==> src/hdl/xxh32_pkg.sv <==
`default_nettype none

package xxh32_pkg;

    localparam logic [31:0] PRIME1 = 32'h9E3779B1;
    localparam logic [31:0] PRIME2 = 32'h85EBCA77;
    localparam logic [31:0] PRIME3 = 32'hC2B2AE3D;
    localparam logic [31:0] PRIME4 = 32'h27D4EB2F;
    localparam logic [31:0] PRIME5 = 32'h165667B1;

    // PRIME1 + PRIME2 modulo 2^32, start value of lane 0
    localparam logic [31:0] LANE0_OFFSET = 32'h24234428;

    localparam int ROT_STRIPE = 13;
    localparam int ROT_WORD   = 17;
    localparam int ROT_BYTE   = 11;
    localparam int SHR_AV1    = 15;
    localparam int SHR_AV2    = 13;
    localparam int SHR_AV3    = 16;

    localparam int PADDR_W = 3;

    // register index carried in paddr[2]
    localparam logic REG_SEED = 1'b0;

    // constant rotate left, amount in 1..31
    function automatic logic [31:0] rotl(input logic [31:0] x, input int r);
        return (x << r) | (x >> (32 - r));
    endfunction

endpackage

`default_nettype wire

==> src/hdl/xxhash32_stream_hasher.sv <==
// Flow: an item without the last marker is taken in S_IDLE; when its byte completes a 16-byte
//   stripe, the 4 lanes are updated in 3 steps each through the shared 32x32 multiplier.
// An item with the last marker then adds lane merge and length, a step sequence per leftover
//   word or byte (each needs two passes through the multiplier), and mix and output; one item
//   is in work at a time, the finished hash waits in m_tdata, and the output step stalls while
//   an earlier hash still waits there.
// Reset (aresetn low at a clock edge) clears the seed, the message state and m_tvalid.
`default_nettype none

module xxhash32_stream_hasher (
    input  wire logic                           aclk,
    input  wire logic                           aresetn,
    // APB configuration port
    input  wire logic                           psel,
    input  wire logic                           penable,
    input  wire logic                           pwrite,
    input  wire logic [xxh32_pkg::PADDR_W-1:0]  paddr,
    input  wire logic [31:0]                    pwdata,
    output logic      [31:0]                    prdata,
    output logic                                pready,
    // input items
    input  wire logic                           s_tvalid,
    output logic                                s_tready,
    input  wire logic [7:0]                     s_tdata,  // [7:0] data_byte
    input  wire logic [0:0]                     s_tuser,  // [0] byte_valid
    input  wire logic                           s_tlast,  // last_item
    // result items
    output logic                                m_tvalid,
    input  wire logic                           m_tready,
    output logic      [31:0]                    m_tdata   // [31:0] hash_value
);

    import xxh32_pkg::*;

    typedef enum logic [4:0] {
        S_IDLE,
        S_LANE_MULW,
        S_LANE_ADD,
        S_LANE_MULP,
        S_FIN_START,
        S_FIN_MERGE,
        S_FIN_LEN,
        S_TAIL_SEL,
        S_W_MUL,
        S_W_ADD,
        S_W_MUL2,
        S_B_MUL,
        S_B_ADD,
        S_B_MUL2,
        S_AV_X1,
        S_AV_M1,
        S_AV_X2,
        S_AV_M2,
        S_OUT
    } state_t;

    state_t      state_reg;
    logic [31:0] seed_reg;
    logic [31:0] lane_reg [4];
    logic [31:0] stripe_reg [4];
    logic [3:0]  fill_reg;
    logic [31:0] len_reg;
    logic        seen_reg;
    logic        last_pend_reg;
    logic [1:0]  k_reg;
    logic [3:0]  pos_reg;
    logic [31:0] acc_reg;
    logic [31:0] prod_reg;
    logic        m_tvalid_reg;
    logic [31:0] m_tdata_reg;

    logic        in_acc;
    logic        cfg_wr;
    logic [1:0]  word_idx;
    logic [31:0] word_sel;
    logic [7:0]  byte_sel;
    logic [31:0] mul_a;
    logic [31:0] mul_b;
    logic [31:0] mul_out;
    logic [31:0] lane_rot;
    logic        out_free;

    assign pready   = 1'b1;
    assign prdata   = (paddr[2] == REG_SEED) ? seed_reg : 32'd0;
    assign cfg_wr   = psel && penable && pwrite && pready;

    assign s_tready = (state_reg == S_IDLE);
    assign in_acc   = s_tvalid && s_tready;
    assign m_tvalid = m_tvalid_reg;
    assign m_tdata  = m_tdata_reg;
    assign out_free = !m_tvalid_reg || m_tready;

    assign word_idx = (state_reg == S_LANE_MULW) ? k_reg : pos_reg[3:2];
    assign word_sel = stripe_reg[word_idx];
    assign byte_sel = word_sel[{pos_reg[1:0], 3'b000} +: 8];

    // shared multiplier operand select
    always_comb begin
        mul_a = acc_reg;
        mul_b = PRIME1;
        unique case (state_reg)
            S_LANE_MULW: begin
                mul_a = word_sel;
                mul_b = PRIME2;
            end
            S_W_MUL: begin
                mul_a = word_sel;
                mul_b = PRIME3;
            end
            S_W_MUL2: mul_b = PRIME4;
            S_B_MUL: begin
                mul_a = {24'd0, byte_sel};
                mul_b = PRIME5;
            end
            S_AV_M1: mul_b = PRIME2;
            S_AV_M2: mul_b = PRIME3;
            default: begin
                mul_a = acc_reg;
                mul_b = PRIME1;
            end
        endcase
    end

    assign mul_out = mul_a * mul_b;

    always_comb begin
        unique case (k_reg)
            2'd0:    lane_rot = rotl(lane_reg[0], 1);
            2'd1:    lane_rot = rotl(lane_reg[1], 7);
            2'd2:    lane_rot = rotl(lane_reg[2], 12);
            default: lane_rot = rotl(lane_reg[3], 18);
        endcase
    end

    always_ff @(posedge aclk) begin
        if (!aresetn) begin
            state_reg     <= S_IDLE;
            seed_reg      <= 32'd0;
            fill_reg      <= 4'd0;
            len_reg       <= 32'd0;
            seen_reg      <= 1'b0;
            last_pend_reg <= 1'b0;
            k_reg         <= 2'd0;
            pos_reg       <= 4'd0;
            m_tvalid_reg  <= 1'b0;
        end else begin
            if (cfg_wr && paddr[2] == REG_SEED) begin
                seed_reg <= pwdata;
            end
            // the output state refills the slot itself
            if (m_tvalid_reg && m_tready && state_reg != S_OUT) begin
                m_tvalid_reg <= 1'b0;
            end

            unique case (state_reg)
                S_IDLE: begin
                    if (in_acc) begin
                        last_pend_reg <= s_tlast;
                        if (s_tuser[0]) begin
                            stripe_reg[fill_reg[3:2]][{fill_reg[1:0], 3'b000} +: 8] <= s_tdata;
                            len_reg <= len_reg + 32'd1;
                            if (fill_reg == 4'hF) begin
                                // stripe complete: load lanes on the first one
                                if (!seen_reg) begin
                                    lane_reg[0] <= seed_reg + LANE0_OFFSET;
                                    lane_reg[1] <= seed_reg + PRIME2;
                                    lane_reg[2] <= seed_reg;
                                    lane_reg[3] <= seed_reg - PRIME1;
                                end
                                seen_reg  <= 1'b1;
                                fill_reg  <= 4'd0;
                                k_reg     <= 2'd0;
                                state_reg <= S_LANE_MULW;
                            end else begin
                                fill_reg <= fill_reg + 4'd1;
                                if (s_tlast) begin
                                    state_reg <= S_FIN_START;
                                end
                            end
                        end else if (s_tlast) begin
                            state_reg <= S_FIN_START;
                        end
                    end
                end
                S_LANE_MULW: begin
                    prod_reg  <= mul_out;
                    state_reg <= S_LANE_ADD;
                end
                S_LANE_ADD: begin
                    acc_reg   <= rotl(lane_reg[k_reg] + prod_reg, ROT_STRIPE);
                    state_reg <= S_LANE_MULP;
                end
                S_LANE_MULP: begin
                    lane_reg[k_reg] <= mul_out;
                    k_reg           <= k_reg + 2'd1;
                    if (k_reg == 2'd3) begin
                        state_reg <= last_pend_reg ? S_FIN_START : S_IDLE;
                    end else begin
                        state_reg <= S_LANE_MULW;
                    end
                end
                S_FIN_START: begin
                    k_reg <= 2'd1;
                    if (seen_reg) begin
                        acc_reg   <= rotl(lane_reg[0], 1);
                        state_reg <= S_FIN_MERGE;
                    end else begin
                        acc_reg   <= seed_reg + PRIME5;
                        state_reg <= S_FIN_LEN;
                    end
                end
                S_FIN_MERGE: begin
                    acc_reg <= acc_reg + lane_rot;
                    k_reg   <= k_reg + 2'd1;
                    if (k_reg == 2'd3) begin
                        state_reg <= S_FIN_LEN;
                    end
                end
                S_FIN_LEN: begin
                    acc_reg   <= acc_reg + len_reg;
                    pos_reg   <= 4'd0;
                    state_reg <= S_TAIL_SEL;
                end
                S_TAIL_SEL: begin
                    priority if ({1'b0, pos_reg} + 5'd4 <= {1'b0, fill_reg}) begin
                        state_reg <= S_W_MUL;
                    end else if (pos_reg < fill_reg) begin
                        state_reg <= S_B_MUL;
                    end else begin
                        state_reg <= S_AV_X1;
                    end
                end
                S_W_MUL: begin
                    prod_reg  <= mul_out;
                    state_reg <= S_W_ADD;
                end
                S_W_ADD: begin
                    acc_reg   <= rotl(acc_reg + prod_reg, ROT_WORD);
                    state_reg <= S_W_MUL2;
                end
                S_W_MUL2: begin
                    acc_reg   <= mul_out;
                    pos_reg   <= pos_reg + 4'd4;
                    state_reg <= S_TAIL_SEL;
                end
                S_B_MUL: begin
                    prod_reg  <= mul_out;
                    state_reg <= S_B_ADD;
                end
                S_B_ADD: begin
                    acc_reg   <= rotl(acc_reg + prod_reg, ROT_BYTE);
                    state_reg <= S_B_MUL2;
                end
                S_B_MUL2: begin
                    acc_reg   <= mul_out;
                    pos_reg   <= pos_reg + 4'd1;
                    state_reg <= S_TAIL_SEL;
                end
                S_AV_X1: begin
                    acc_reg   <= acc_reg ^ (acc_reg >> SHR_AV1);
                    state_reg <= S_AV_M1;
                end
                S_AV_M1: begin
                    acc_reg   <= mul_out;
                    state_reg <= S_AV_X2;
                end
                S_AV_X2: begin
                    acc_reg   <= acc_reg ^ (acc_reg >> SHR_AV2);
                    state_reg <= S_AV_M2;
                end
                S_AV_M2: begin
                    acc_reg   <= mul_out;
                    state_reg <= S_OUT;
                end
                S_OUT: begin
                    // hold until the output slot drains, then start a new message
                    if (out_free) begin
                        m_tdata_reg  <= acc_reg ^ (acc_reg >> SHR_AV3);
                        m_tvalid_reg <= 1'b1;
                        fill_reg     <= 4'd0;
                        len_reg      <= 32'd0;
                        seen_reg     <= 1'b0;
                        state_reg    <= S_IDLE;
                    end
                end
                default: state_reg <= S_IDLE;
            endcase
        end
    end

    a_last_blocks: assert property (@(posedge aclk) disable iff (!aresetn)
        (s_tvalid && s_tready && s_tlast) |=> !s_tready)
        else $error("input accepted right after a last item");

    a_msg_cleared: assert property (@(posedge aclk) disable iff (!aresetn)
        $rose(m_tvalid) |-> (len_reg == 32'd0 && !seen_reg && fill_reg == 4'd0))
        else $error("message state not cleared when hash issued");

    a_lane_fill: assert property (@(posedge aclk) disable iff (!aresetn)
        (state_reg == S_LANE_MULW) |-> (fill_reg == 4'd0 && seen_reg))
        else $error("lane update without a completed stripe");

    a_out_hold: assert property (@(posedge aclk) disable iff (!aresetn)
        (state_reg == S_OUT && m_tvalid && !m_tready) |=> (state_reg == S_OUT))
        else $error("hash overwrote a waiting result");

endmodule

`default_nettype wire

==> config.mk <==
export PLATFORM = sky130hd
export DESIGN_NAME = xxhash32_stream_hasher
export DESIGN_NICKNAME = d
export VERILOG_FILES = /design/src/hdl/xxh32_pkg.sv /design/src/hdl/xxhash32_stream_hasher.sv
export SDC_FILE = /design/constraint.sdc
export NUM_CORES = 2
export LEC_CHECK = 0
export ABC_AREA = 1
export BUFFER_PORTS_ARGS = -buffer_cell sky130_fd_sc_hd__buf_2
export CAP_MARGIN = 30
export CORE_MARGIN = 2
export CORE_UTILIZATION = 40
export DETAILED_ROUTE_END_ITERATION = 10
export RECOVER_POWER = 100
export SETUP_SLACK_MARGIN = 0.5
export SLEW_MARGIN = 40
export SYNTH_ARGS = -nofsm -noshare
export SYNTH_HDL_FRONTEND = slang
export SYNTH_SLANG_ARGS = --single-unit
==> constraint.sdc <==
create_clock -name aclk -period 10.9 [get_ports aclk]
set_input_delay 1.635 -clock aclk [delete_from_list [all_inputs] [get_ports aclk]]
set_output_delay 1.635 -clock aclk [all_outputs]
set_load 0.1 [all_outputs]
==> reports/results.ini <==
[worst_hold_path]
hold_class = reg -> reg

[route]
drc = 0
first_iter_violations = 4216
via_per_inst = 5.696
routed_wl_um = 186300
vias = 39860
wl_per_cell_um = 26.62
ant_nets = 0
first_pass_iters = 6

[die]
die_area_um2 = 111900
die-width_um = 334.6
die_h_um = 334.6
start_util_pct = 40.27
fp.coreArea_um2 = 108600
pin_count = 119
rows = 121

[clock_tree]
clock_sinks = 436
clk_pin_slew_ns = 0.06
clk_latency_ns = 0.66
cts_buffers = 51
holdBufCountCts = 0
cts_buffer_depth = 3
tritoncts = yes
cts_root_buffer = clkbuf_16
cts_max_level = 2

[finish]
syn2layout_area_growth_pct = 8.974
seq_area_um2 = 12250
nets = 6245
final_area_um2 = 47630
instances_no_fill = 6999
drive_above_1_share_pct = 5.248
n_fill_cell = 11020
multi_input_area_um2 = 27300

[place]
hpwl_um = 149800
routabilityCongestion = 1.042
dp_cells = 6897
portBuffers = 115
placed_area_um2 = 46100

[setup_path]
timing.rr.start = k_reg[1]
crit_type = reg -> reg
cp_slowest_cell = dfxtp_1
critical_path_arrival_ns = 10.34
crit_end = lane_reg[2][28]
worstSetupStartpointType = flop
r2r_end = lane_reg[2][28]
r2r_cells = 37
r2r_setup_slack_ns = 0.82
end_kind = flop
worstPathRequired_ns = 11.16
crit_fanout = 13
slowest_delay_ns = 0.60
crit_start = k_reg[1]

[yosys]
synth_area_leaders = edfxtp_1, fa_1, nand2_1, inv_1, ha_1
synth_nets = 6167
synth-compound-area-share_pct = 13.05
synthAdderAreaFrac_pct = 25.49
synth_top_cell_by_area = edfxtp_1
synth-xor-area-share_pct = 3.807
ys_types = 69
synth_top_area_share_pct = 24.18
async_flop_share_pct = 0
synth_seq_cells = 436
yosys.area_share.simple_pct = 19.86
synth_top_family_by_area = adder cells
synth_cells = 5464
synth.cell_area_um2 = 43710
avgSynthCellArea_um2 = 8.000
seq_area_frac_synth_pct = 28.03
yosys_most_used_dff = edfxtp_1
ys_warn_count = 0
synth-edff-count = 352
synth_mux_area_share_pct = 0

[outcome]
violations = capacitance limit, slew limit
outcome = complete, but fails checks

[timing]
finalCriticalPeriod_ns = 10.08
worst_slew_pin_slew_ns = 2.534
timing.hold.ws_ns = 0.4841
setup_viol = 0
hold_viol = 0
fmax_mhz = 99.25
post-route-period-util_pct = 92.44
slew_headroom_pct = -68.92
clock_skew_ns = 0.07560
finalSetupTns_ns = 0
rsz0062_at_grt = no
drv_slew = 490

[global_routing]
grt_remaining_overflow = 0
grt_max_degree = 65
antenna_found_initial = 5
grt_use_met2_pct = 52.14
grt_pass1_wl_um = 268900
first_global_vias = 39100
track_usage_pct = 33.12
grt_use_met1_pct = 41.77
grtUsageMet3_pct = 6.170
top_usage_layer = met2

[run]
drv_cap = 14

## metrics by stage
stage	util, %	worst slack [ns]
after global routing	43.88	0.3008
after global placement	42.42	0.7909
after floorplan	-	2.861
after detailed placement	42.47	0.6943
after CTS	44.01	0.5675
final	43.88	0.8243
## critical path: cells and delay by family (launching register included)
kind	cells	cell delay (ns)
fa+ha+maj	9	4.05
flops	1	0.60
xor+xnor	1	0.22
compound gates	9	1.81
simple gates	13	2.16
buf+inv	5	0.80
## cell type report
cell class                      instances  share of cell area [%]
Timing Repair Buffer                  220                   2.461
Tap cell                             1414                   3.714
Clock buffer                           64                   2.866
Inverter                              917                   7.253
Clock inverter                         30                  0.6514
Multi-Input combinational cell       3916                   57.32
Antenna cell                            2                 0.01051
Sequential cell                       436                   25.72
## worst min-delay path by stage
stage	start	end	slack, ns	cells after the start
global route	len_reg[15]	len_reg[15]	0.51	2
global placement	len_reg[6]	len_reg[6]	0.46	1
CTS	len_reg[15]	len_reg[15]	0.48	2
floorplan	acc_reg[31]	m_tdata[31]	0.42	0
finish	len_reg[15]	len_reg[15]	0.48	2
detailed placement	len_reg[15]	len_reg[15]	0.47	2
## repair_timing
action	in CTS	in global routing
resized for setup	0	16
buffers inserted	0	2
setup endpoints to repair	0	53
## layer usage
metal  part of all wire, %  vias to the layer above
met3                   9.1                      511
met4                   8.1                        0
met1                    39                    19260
met5                     0                        -
li1                      -                    17990
met2                    44                     2102
## kinds of logic after synthesis
| logic type | Yosys count |
|---|---|
| simple gates | 2082 |
| buf+inv | 1114 |
| compound gates | 990 |
| fa+ha+maj | 651 |
| flops | 436 |
| xor+xnor | 190 |
| other cells | 1 |
## cell usage after synthesis, types with 19 or more instances
cell,number
a211oi_1,19
a21oi_1,306
a31oi_1,29
buf_2,26
clkbuf_1,146
clkinv_1,19
dfxtp_1,84
edfxtp_1,352
fa_1,399
ha_1,252
inv_1,876
inv_2,21
nand2_1,1052
nand3_1,299
nand4_1,32
nor2_1,544
nor3_1,53
o2111ai_1,27
o211ai_1,39
o21ai_0,395
o22ai_1,38
or2_2,23
xnor2_1,58
xor2_1,132
## cell usage in the layout (no fill, tap or decap), types with 14 or more instances in the layout
cell type,Yosys,layout
or2_2,23,23
nor4_1,14,14
a31oi_1,29,29
nand3_1,299,300
o211ai_1,39,39
fa_1,399,399
a21oi_1,306,306
ha_1,252,252
edfxtp_1,352,352
o21bai_1,16,16
nor2_2,12,19
o2111ai_1,27,27
clkinv_1,19,28
clkbuf_1,146,111
nor3_1,53,53
nand4_1,32,32
dfxtp_1,84,84
inv_2,21,17
a211oi_1,19,18
o22ai_1,38,38
buf_4,8,65
a221oi_1,15,15
nor2_1,544,536
o21ai_0,395,391
inv_1,876,878
xor2_1,132,132
buf_2,26,49
clkbuf_16,0,51
nand2_1,1052,1053
xnor2_1,58,58
Power is left out: the tool's default activity adds up to more than one toggle a clock period on the data nets, which glitch-free logic cannot reach.
